File: config.mk
export PLATFORM = sky130hd
export DESIGN_NAME = octahedral_normal_encoder_core_flat
export DESIGN_NICKNAME = d
export VERILOG_FILES = /design/src/rtl/core/octn_pkg.sv /design/src/rtl/core/octn_if.sv /design/src/rtl/core/octahedral_normal_encoder_core.sv /design/src/rtl/core/octn_front.sv /design/src/rtl/core/octn_div.sv /design/src/flat_wrapper.sv
export SDC_FILE = /design/constraint.sdc
export NUM_CORES = 2
export LEC_CHECK = 0
export BUFFER_PORTS_ARGS = -buffer_cell sky130_fd_sc_hd__buf_2
export CAP_MARGIN = 20
export CELL_PAD_IN_SITES_DETAIL_PLACEMENT = 1
export CELL_PAD_IN_SITES_GLOBAL_PLACEMENT = 1
export CORE_ASPECT_RATIO = 0.9
export CORE_MARGIN = 2
export CORE_UTILIZATION = 40
export CTS_BUF_LIST = sky130_fd_sc_hd__clkbuf_8
export CTS_CLUSTER_SIZE = 25
export DETAILED_ROUTE_END_ITERATION = 12
export PLACE_DENSITY_LB_ADDON = 0.25
export SYNTH_ARGS = -nofsm -noshare
export SYNTH_HDL_FRONTEND = slang
export SYNTH_SLANG_ARGS = --single-unit
export TNS_END_PERCENT = 5
File: constraint.sdc
create_clock -name clk -period 53.4 [get_ports clk]
set_input_delay 5.34 -clock clk [delete_from_list [all_inputs] [get_ports clk]]
set_output_delay 5.34 -clock clk [all_outputs]
set_load 0.005 [all_outputs]
File: src/rtl/core/octn_pkg.sv
package octn_pkg;

	// default widths of the component inputs and of the codes
	localparam int unsigned COMPONENT_BITS_DEF = 16;
	localparam int unsigned CODE_BITS_DEF      = 16;

endpackage

File: src/rtl/core/octn_if.sv
interface octn_normal_if #(
	parameter int unsigned CW = octn_pkg::COMPONENT_BITS_DEF
) ();
	logic                 valid;
	logic                 ready;
	logic signed [CW-1:0] normal_x;
	logic signed [CW-1:0] normal_y;
	logic signed [CW-1:0] normal_z;

	modport source (output valid, output normal_x, output normal_y, output normal_z,
		input ready);
	modport sink (input valid, input normal_x, input normal_y, input normal_z,
		output ready);
endinterface

interface octn_code_if #(
	parameter int unsigned KW = octn_pkg::CODE_BITS_DEF
) ();
	logic          valid;
	logic          ready;
	logic [KW-1:0] code_x;
	logic [KW-1:0] code_y;
	logic          zero_vector;

	modport source (output valid, output code_x, output code_y, output zero_vector,
		input ready);
	modport sink (input valid, input code_x, input code_y, input zero_vector,
		output ready);
endinterface

File: src/rtl/core/octahedral_normal_encoder_core.sv
// octahedral normal encoder
// normals (sink): valid/ready beat carrying normal_x, normal_y, normal_z as
// signed COMPONENT_BITS-bit values of one common scale.
// codes (source): valid/ready beat carrying code_x, code_y (CODE_BITS bits,
// 0 .. 2^CODE_BITS-1) and zero_vector; an all-zero normal gives
// zero_vector = 1 and both codes at 2^(CODE_BITS-1).
// one result beat per input beat, in order.
// the pipeline has three stages for abs/sum, fold and clamp, and the scaled
// dividend, then one restoring-division stage per code bit.
// throughput is one beat per cycle while no result is stalled; every
// stage is a register stage.
// when codes.ready is low with a result waiting, the whole pipeline holds
// and normals.ready drops; nothing is lost or repeated.
// reset clears all valid bits; the block takes a beat in the first cycle
// after reset is released.
module octahedral_normal_encoder_core #(
	parameter int unsigned COMPONENT_BITS = octn_pkg::COMPONENT_BITS_DEF,
	parameter int unsigned CODE_BITS      = octn_pkg::CODE_BITS_DEF
) (
	input  logic          clk,
	input  logic          arst_n,
	octn_normal_if.sink   normals,
	octn_code_if.source   codes
);
	localparam int unsigned DW = COMPONENT_BITS + 2;
	localparam logic [CODE_BITS-1:0] MID = {1'b1, {(CODE_BITS-1){1'b0}}};

	logic                  en;
	logic                  f_valid, f_zero;
	logic [DW+CODE_BITS-1:0] f_num_x, f_num_y;
	logic [DW-1:0]         f_den;
	logic                  d_valid, d_zero;
	logic [CODE_BITS-1:0]  d_q_x, d_q_y;

	// pipeline advances unless a result waits on a stalled receiver
	assign en            = !d_valid || codes.ready;
	assign normals.ready = en;

	octn_front #(
		.CW (COMPONENT_BITS),
		.K  (CODE_BITS)
	) u_front (
		.clk       (clk),
		.arst_n    (arst_n),
		.en        (en),
		.in_valid  (normals.valid),
		.normal_x  (normals.normal_x),
		.normal_y  (normals.normal_y),
		.normal_z  (normals.normal_z),
		.out_valid (f_valid),
		.num_x     (f_num_x),
		.num_y     (f_num_y),
		.den       (f_den),
		.zero      (f_zero)
	);

	octn_div #(
		.DW (DW),
		.K  (CODE_BITS)
	) u_div (
		.clk       (clk),
		.arst_n    (arst_n),
		.en        (en),
		.in_valid  (f_valid),
		.num_x     (f_num_x),
		.num_y     (f_num_y),
		.den       (f_den),
		.zero_in   (f_zero),
		.out_valid (d_valid),
		.q_x       (d_q_x),
		.q_y       (d_q_y),
		.zero_out  (d_zero)
	);

	assign codes.valid       = d_valid;
	assign codes.code_x      = d_zero ? MID : d_q_x;
	assign codes.code_y      = d_zero ? MID : d_q_y;
	assign codes.zero_vector = d_zero;

	a_stall_holds: assert property (@(posedge clk) disable iff (!arst_n)
		(codes.valid && !codes.ready) |=> codes.valid && $stable(d_q_x) && $stable(d_zero))
		else $error("stalled result changed inside pipeline");
endmodule

File: src/rtl/core/octn_front.sv
module octn_front #(
	parameter int unsigned CW = octn_pkg::COMPONENT_BITS_DEF,
	parameter int unsigned K  = octn_pkg::CODE_BITS_DEF
) (
	input  logic                 clk,
	input  logic                 arst_n,
	input  logic                 en,
	input  logic                 in_valid,
	input  logic signed [CW-1:0] normal_x,
	input  logic signed [CW-1:0] normal_y,
	input  logic signed [CW-1:0] normal_z,
	output logic                 out_valid,
	output logic [CW+K+1:0]      num_x,
	output logic [CW+K+1:0]      num_y,
	output logic [CW+1:0]        den,
	output logic                 zero
);
	localparam int unsigned SW = CW + 1;
	localparam int unsigned DW = CW + 2;
	localparam int unsigned FW = CW + 3;
	localparam int unsigned NW = DW + K;

	// fold by max(0,-z), clamp to [-s,s], then shift up by s
	function automatic logic [DW-1:0] fold(input logic signed [CW-1:0] c,
		input logic [CW-1:0] t, input logic [SW-1:0] s);
		logic signed [FW-1:0] cw;
		logic signed [FW-1:0] tw;
		logic signed [FW-1:0] sw;
		logic signed [FW-1:0] n;
		cw = FW'(c);
		tw = signed'(FW'(t));
		sw = signed'(FW'(s));
		n  = (cw >= 0) ? cw + tw : cw - tw;
		if (n > sw) n = sw;
		if (n < -sw) n = -sw;
		n = n + sw;
		return n[DW-1:0];
	endfunction

	logic                 vld_s1, vld_s2, vld_s3;
	logic signed [CW-1:0] x_s1, y_s1;
	logic [CW-1:0]        t_s1;
	logic [SW-1:0]        s_s1, s_s2;
	logic                 zero_s1, zero_s2, zero_s3;
	logic [DW-1:0]        a_x_s2, a_y_s2, d_s3;
	logic [NW-1:0]        num_x_s3, num_y_s3;

	logic [CW-1:0] xu, yu, zu, abs_x, abs_y, abs_z, t_c;
	logic [SW-1:0] sum_c;

	always_comb begin
		xu    = normal_x;
		yu    = normal_y;
		zu    = normal_z;
		abs_x = xu[CW-1] ? (~xu + 1'b1) : xu;
		abs_y = yu[CW-1] ? (~yu + 1'b1) : yu;
		abs_z = zu[CW-1] ? (~zu + 1'b1) : zu;
		t_c   = zu[CW-1] ? abs_z : '0;
		sum_c = SW'(abs_x) + SW'(abs_y) + SW'(abs_z);
	end

	always_ff @(posedge clk or negedge arst_n) begin
		if (!arst_n) begin
			vld_s1 <= 1'b0;
			vld_s2 <= 1'b0;
			vld_s3 <= 1'b0;
		end else if (en) begin
			vld_s1 <= in_valid;
			vld_s2 <= vld_s1;
			vld_s3 <= vld_s2;
		end
	end

	always_ff @(posedge clk) begin
		if (en) begin
			x_s1     <= normal_x;
			y_s1     <= normal_y;
			t_s1     <= t_c;
			s_s1     <= sum_c;
			zero_s1  <= (xu == '0) && (yu == '0) && (zu == '0);
			a_x_s2   <= fold(x_s1, t_s1, s_s1);
			a_y_s2   <= fold(y_s1, t_s1, s_s1);
			s_s2     <= s_s1;
			zero_s2  <= zero_s1;
			// (a << K) - a is a * (2^K - 1)
			num_x_s3 <= (NW'(a_x_s2) << K) - NW'(a_x_s2) + NW'(s_s2);
			num_y_s3 <= (NW'(a_y_s2) << K) - NW'(a_y_s2) + NW'(s_s2);
			d_s3     <= {s_s2, 1'b0};
			zero_s3  <= zero_s2;
		end
	end

	assign out_valid = vld_s3;
	assign num_x     = num_x_s3;
	assign num_y     = num_y_s3;
	assign den       = d_s3;
	assign zero      = zero_s3;

	a_fold_x: assert property (@(posedge clk) disable iff (!arst_n)
		vld_s2 |-> a_x_s2 <= {s_s2, 1'b0})
		else $error("folded x exceeds 2s");
	a_num_range: assert property (@(posedge clk) disable iff (!arst_n)
		(vld_s3 && !zero_s3) |-> (num_x_s3 < {d_s3, {K{1'b0}}}) &&
			(num_y_s3 < {d_s3, {K{1'b0}}}))
		else $error("dividend too large for quotient width");
endmodule

File: src/rtl/core/octn_div.sv
module octn_div #(
	parameter int unsigned DW = octn_pkg::COMPONENT_BITS_DEF + 2,
	parameter int unsigned K  = octn_pkg::CODE_BITS_DEF
) (
	input  logic             clk,
	input  logic             arst_n,
	input  logic             en,
	input  logic             in_valid,
	input  logic [DW+K-1:0]  num_x,
	input  logic [DW+K-1:0]  num_y,
	input  logic [DW-1:0]    den,
	input  logic             zero_in,
	output logic             out_valid,
	output logic [K-1:0]     q_x,
	output logic [K-1:0]     q_y,
	output logic             zero_out
);
	// one quotient bit per stage, restoring
	logic [DW-1:0] rem_x_sd  [K+1];
	logic [DW-1:0] rem_y_sd  [K+1];
	logic [K-1:0]  low_x_sd  [K+1];
	logic [K-1:0]  low_y_sd  [K+1];
	logic [K-1:0]  q_x_sd    [K+1];
	logic [K-1:0]  q_y_sd    [K+1];
	logic [DW-1:0] d_sd      [K+1];
	logic          zero_sd   [K+1];
	logic          vld_sd    [K+1];

	assign rem_x_sd[0] = num_x[DW+K-1:K];
	assign rem_y_sd[0] = num_y[DW+K-1:K];
	assign low_x_sd[0] = num_x[K-1:0];
	assign low_y_sd[0] = num_y[K-1:0];
	assign q_x_sd[0]   = '0;
	assign q_y_sd[0]   = '0;
	assign d_sd[0]     = den;
	assign zero_sd[0]  = zero_in;
	assign vld_sd[0]   = in_valid;

	for (genvar k = 0; k < K; k++) begin : g_step
		logic [DW:0] tr_x, tr_y, df_x, df_y;
		logic        ge_x, ge_y;

		always_comb begin
			tr_x = {rem_x_sd[k], low_x_sd[k][K-1]};
			tr_y = {rem_y_sd[k], low_y_sd[k][K-1]};
			df_x = tr_x - {1'b0, d_sd[k]};
			df_y = tr_y - {1'b0, d_sd[k]};
			ge_x = tr_x >= {1'b0, d_sd[k]};
			ge_y = tr_y >= {1'b0, d_sd[k]};
		end

		always_ff @(posedge clk or negedge arst_n) begin
			if (!arst_n) begin
				vld_sd[k+1] <= 1'b0;
			end else if (en) begin
				vld_sd[k+1] <= vld_sd[k];
			end
		end

		always_ff @(posedge clk) begin
			if (en) begin
				rem_x_sd[k+1] <= ge_x ? df_x[DW-1:0] : tr_x[DW-1:0];
				rem_y_sd[k+1] <= ge_y ? df_y[DW-1:0] : tr_y[DW-1:0];
				low_x_sd[k+1] <= {low_x_sd[k][K-2:0], 1'b0};
				low_y_sd[k+1] <= {low_y_sd[k][K-2:0], 1'b0};
				q_x_sd[k+1]   <= {q_x_sd[k][K-2:0], ge_x};
				q_y_sd[k+1]   <= {q_y_sd[k][K-2:0], ge_y};
				d_sd[k+1]     <= d_sd[k];
				zero_sd[k+1]  <= zero_sd[k];
			end
		end
	end

	assign out_valid = vld_sd[K];
	assign q_x       = q_x_sd[K];
	assign q_y       = q_y_sd[K];
	assign zero_out  = zero_sd[K];

	for (genvar k = 1; k <= K; k++) begin : g_chk
		a_rem: assert property (@(posedge clk) disable iff (!arst_n)
			(vld_sd[k] && !zero_sd[k]) |->
				(rem_x_sd[k] < d_sd[k]) && (rem_y_sd[k] < d_sd[k]))
			else $error("partial remainder not below divisor");
	end

	a_den_zero: assert property (@(posedge clk) disable iff (!arst_n)
		(vld_sd[K] && !zero_sd[K]) |-> d_sd[K] != '0)
		else $error("nonzero vector reached output with zero divisor");
endmodule

File: src/flat_wrapper.sv
// flat-port wrapper written by rule: the top's interface ports become plain ports
module octahedral_normal_encoder_core_flat 
#(
	parameter int unsigned COMPONENT_BITS = octn_pkg::COMPONENT_BITS_DEF,
	parameter int unsigned CODE_BITS      = octn_pkg::CODE_BITS_DEF
)
  (clk, arst_n, normals_valid, normals_normal_x, normals_normal_y, normals_normal_z, normals_ready, codes_valid, codes_code_x, codes_code_y, codes_zero_vector, codes_ready);
  octn_normal_if #(.CW((octn_pkg::COMPONENT_BITS_DEF))) normals_i ();
  octn_code_if #(.KW((octn_pkg::CODE_BITS_DEF))) codes_i ();
  input  logic clk;
  input  logic arst_n;
  input wire logic [$bits(normals_i.valid)-1:0] normals_valid;
  input wire logic [$bits(normals_i.normal_x)-1:0] normals_normal_x;
  input wire logic [$bits(normals_i.normal_y)-1:0] normals_normal_y;
  input wire logic [$bits(normals_i.normal_z)-1:0] normals_normal_z;
  output wire logic [$bits(normals_i.ready)-1:0] normals_ready;
  output wire logic [$bits(codes_i.valid)-1:0] codes_valid;
  output wire logic [$bits(codes_i.code_x)-1:0] codes_code_x;
  output wire logic [$bits(codes_i.code_y)-1:0] codes_code_y;
  output wire logic [$bits(codes_i.zero_vector)-1:0] codes_zero_vector;
  input wire logic [$bits(codes_i.ready)-1:0] codes_ready;
  assign normals_i.valid = normals_valid;
  assign normals_i.normal_x = normals_normal_x;
  assign normals_i.normal_y = normals_normal_y;
  assign normals_i.normal_z = normals_normal_z;
  assign normals_ready = normals_i.ready;
  assign codes_valid = codes_i.valid;
  assign codes_code_x = codes_i.code_x;
  assign codes_code_y = codes_i.code_y;
  assign codes_zero_vector = codes_i.zero_vector;
  assign codes_i.ready = codes_ready;
  octahedral_normal_encoder_core #(.COMPONENT_BITS(COMPONENT_BITS), .CODE_BITS(CODE_BITS)) u_core (.clk(clk), .arst_n(arst_n), .normals(normals_i), .codes(codes_i));
endmodule
==> out/results.txt <==
fin nets -> 8626
# setup viols final -> 0
highest cell delay on the worst timing path -> 0.43 ns
Slew @ Worst Pin -> 1.136 ns
HP Start -> u_core.u_div.q_y_sd[163]
crit-path cells -> buf_2 > nor2b_2 > buf_8 > inv_8 > buf_2
top cell type by total area after synthesis -> edfxtp_1
post-cts repair resize count -> 0
Area growth syn-to-layout -> 10.75%
final period utilization -> 22.17%
grt total ovfl -> 0
Initial Util -> 40.12%
drt total wl -> 231700 um
number of synthesized flops with an enable pin -> 1529
initial antenna violation count -> 7
H-Tree Depth -> 5
Critical Path Source Type -> input port
Yosys cell types -> 83
Antenna Nets Post-Route -> 0
Post-CTS Setup Inserts -> 0
Hold Crit Class -> register to register
RR Startpoint -> u_core.u_front.t_s1[0]
WL/cell -> 21.43 um
Die Y-Extent -> 448.2 um
ranking of synthesized cells by area -> edfxtp_1, ha_1, xnor2_1, mux2_2, a21oi_1
gate count of the mapped netlist -> 7386
Final Non-Filler Cells -> 10810
layout cells sized above 1 -> 10.23%
Synth warnings -> 0
DR iter-0 viols -> 3612
syn_area_per_cell -> 11.87 um^2
Port Buffers -> 86
Synth Flop Type -> edfxtp_1
crit path DAT -> 6.50 ns
Detailed Place HPWL -> 177500 um
DRT Pass-1 Iters -> 5
Worst EP required -> 48.06 ns
Setup Skew -> 0.06961 ns
post-synth top area share -> 52.35%
Post-synth ARST share -> 1.227%
vias -> 58610
post-DR vias/cell -> 5.422
hold_buf cts -> 0
largest fanout on the critical path -> 87
# clock sinks -> 1548
placed cells -> 10300
Overall Global Routing Usage -> 20.59%
post-layout min period -> 11.84 ns
first-pass GRT wire length -> 358800 um
worst rel slew slack -> 23.56%
Seq cells post-synth -> 1548
sequential-to-total area share from yosys stat -> 52.89%
crit path launch -> codes_ready
TritonCTS Buffers -> 295
die width -> 497.6 um
max frequency -> 84.47 MHz
I/O Pins -> 87
final-report max-slew violation count -> 0
CTS Buffer Depth -> 4
CP max stage cell -> inv_8
RePlAce Congestion -> 0.8615
max cap viols -> 0
most used cell, CP -> buf_2
# rows -> 163
DIE AREA -> 0.2230 mm^2
CP Capture Type -> output port
Final Hold Viols -> 0
CTS Root Cell -> clkbuf_8
core box area -> 0.2186 mm^2
Final TNS setup -> 0 ns
Net Count, Synth -> 8293
Worst-Skew Late Latency -> 0.99 ns
Reg clk slew, reported paths -> 0.06 ns
status -> finished, final reports clean
drc violations -> 0
CTS tree -> yes
RSZ-0062 raised after global routing -> false
Setup Crit Path Kind -> input port to output port
vias in the first global route -> 61450
mapped cell area -> 0.08770 mm^2
largest net degree at the start of global routing -> 178
-- synthesized netlist by cell type, types with 150 or more instances --
| master | instances |
|---|---|
| a21o_1 | 183 |
| a21oi_1 | 513 |
| edfxtp_1 | 1529 |
| ha_1 | 800 |
| inv_1 | 635 |
| mux2_2 | 234 |
| nand2_1 | 403 |
| nor2_1 | 419 |
| nor3_1 | 156 |
| o21ai_0 | 415 |
| xnor2_1 | 419 |
| xor2_1 | 150 |
-- layout by cell type (no fill, tap or decap), drive strengths merged, types with 88 or more instances in the layout --
cell type	n
inv	718
xor2	150
buf	132
nor2	420
nand4	94
nand2	404
nor3	157
nand2b	111
xnor2	419
a21o	183
o21ai	441
mux2	234
edfxtp	1529
clkbuf	300
clkinv	88
nor2b	138
ha	800
a21oi	514
-- routing by layer --
metal	part of all wire, %	global-route usage (%)
met5	0	0
met4	2.3	5.725
met3	3.7	2.846
met2	45	32.92
met1	49	29.26
-- through the flow --
step | utilization (%) | hold WS, ns | setup WS, ns | cell area [um^2]
after global routing | 44.43 | 0.3983 | 40.93 | 97130
final | 44.43 | 0.3899 | 41.56 | 97130
after CTS | 44.39 | 0.3885 | 40.90 | 97050
after global placement | 41.95 | 0.4003 | 40.96 | 91720
after detailed placement | 41.95 | 0.4051 | 40.90 | 91720
after floorplan | - | 0.4003 | 13.13 | 87700
-- layout make-up --
cell class	instances	area, um^2
multi-input combinational	5106	38540
sequential	1548	46390
antenna	5	12.51
clock inverter	197	1222
tap	2887	3612
timing repair buffer	133	850.8
inverter	635	2391
fill	23180	121500
clock buffer	299	4115
-- sequential cells by signal (all words and copies together) (netlist names), 16 cells and up --
register / flops
u_core.u_div.g_step.tr_x: 285
u_core.u_div.g_step.tr_y: 285
u_core.u_div.d_sd: 255
u_core.u_div.q_x_sd: 120
u_core.u_div.q_y_sd: 120
u_core.u_div.low_x_sd: 105
u_core.u_div.low_y_sd: 105
u_core.u_front.num_x: 34
u_core.u_front.num_y: 34
u_core.u_front.a_x_s2: 18
u_core.u_front.a_y_s2: 18
u_core.u_front.den: 17
u_core.u_front.s_s1: 17
u_core.u_front.s_s2: 17
u_core.u_div.q_x: 16
u_core.u_div.q_y: 16
u_core.u_front.t_s1: 16
u_core.u_front.x_s1: 16
u_core.u_front.y_s1: 16
-- critical path: cells and delay by family --
| kind | cells | cell delay (ns) |
|---|---|---|
| buf+inv | 4 | 0.99 |
| simple gates | 1 | 0.05 |
-- cell families after synthesis --
logic type,share of synthesized area (%)
xor+xnor,5.682
flops,52.89
mux,3.701
buf+inv,3.236
fa+ha+maj,12.67
simple gates,9.481
compound gates,12.34
-- path summary, 6_finish.rpt --
path	endpoint	slack (ns)	cells past startpoint
setup reg to reg	u_core.u_front.a_y_s2[14]	41.74	42
hold reg to reg	u_core.u_div.q_y_sd[148]	0.39	0
max in group asynchronous	u_core.u_div.vld_sd[10]	48.83	1
min in group asynchronous	u_core.u_front.vld_s1	4.28	1
hold / removal	u_core.u_div.q_y_sd[148]	0.39	0
setup / recovery	normals_ready	41.56	5
Power is not shown: default switching activity piles up to over one toggle a cycle in this logic, so the estimate is an artifact.
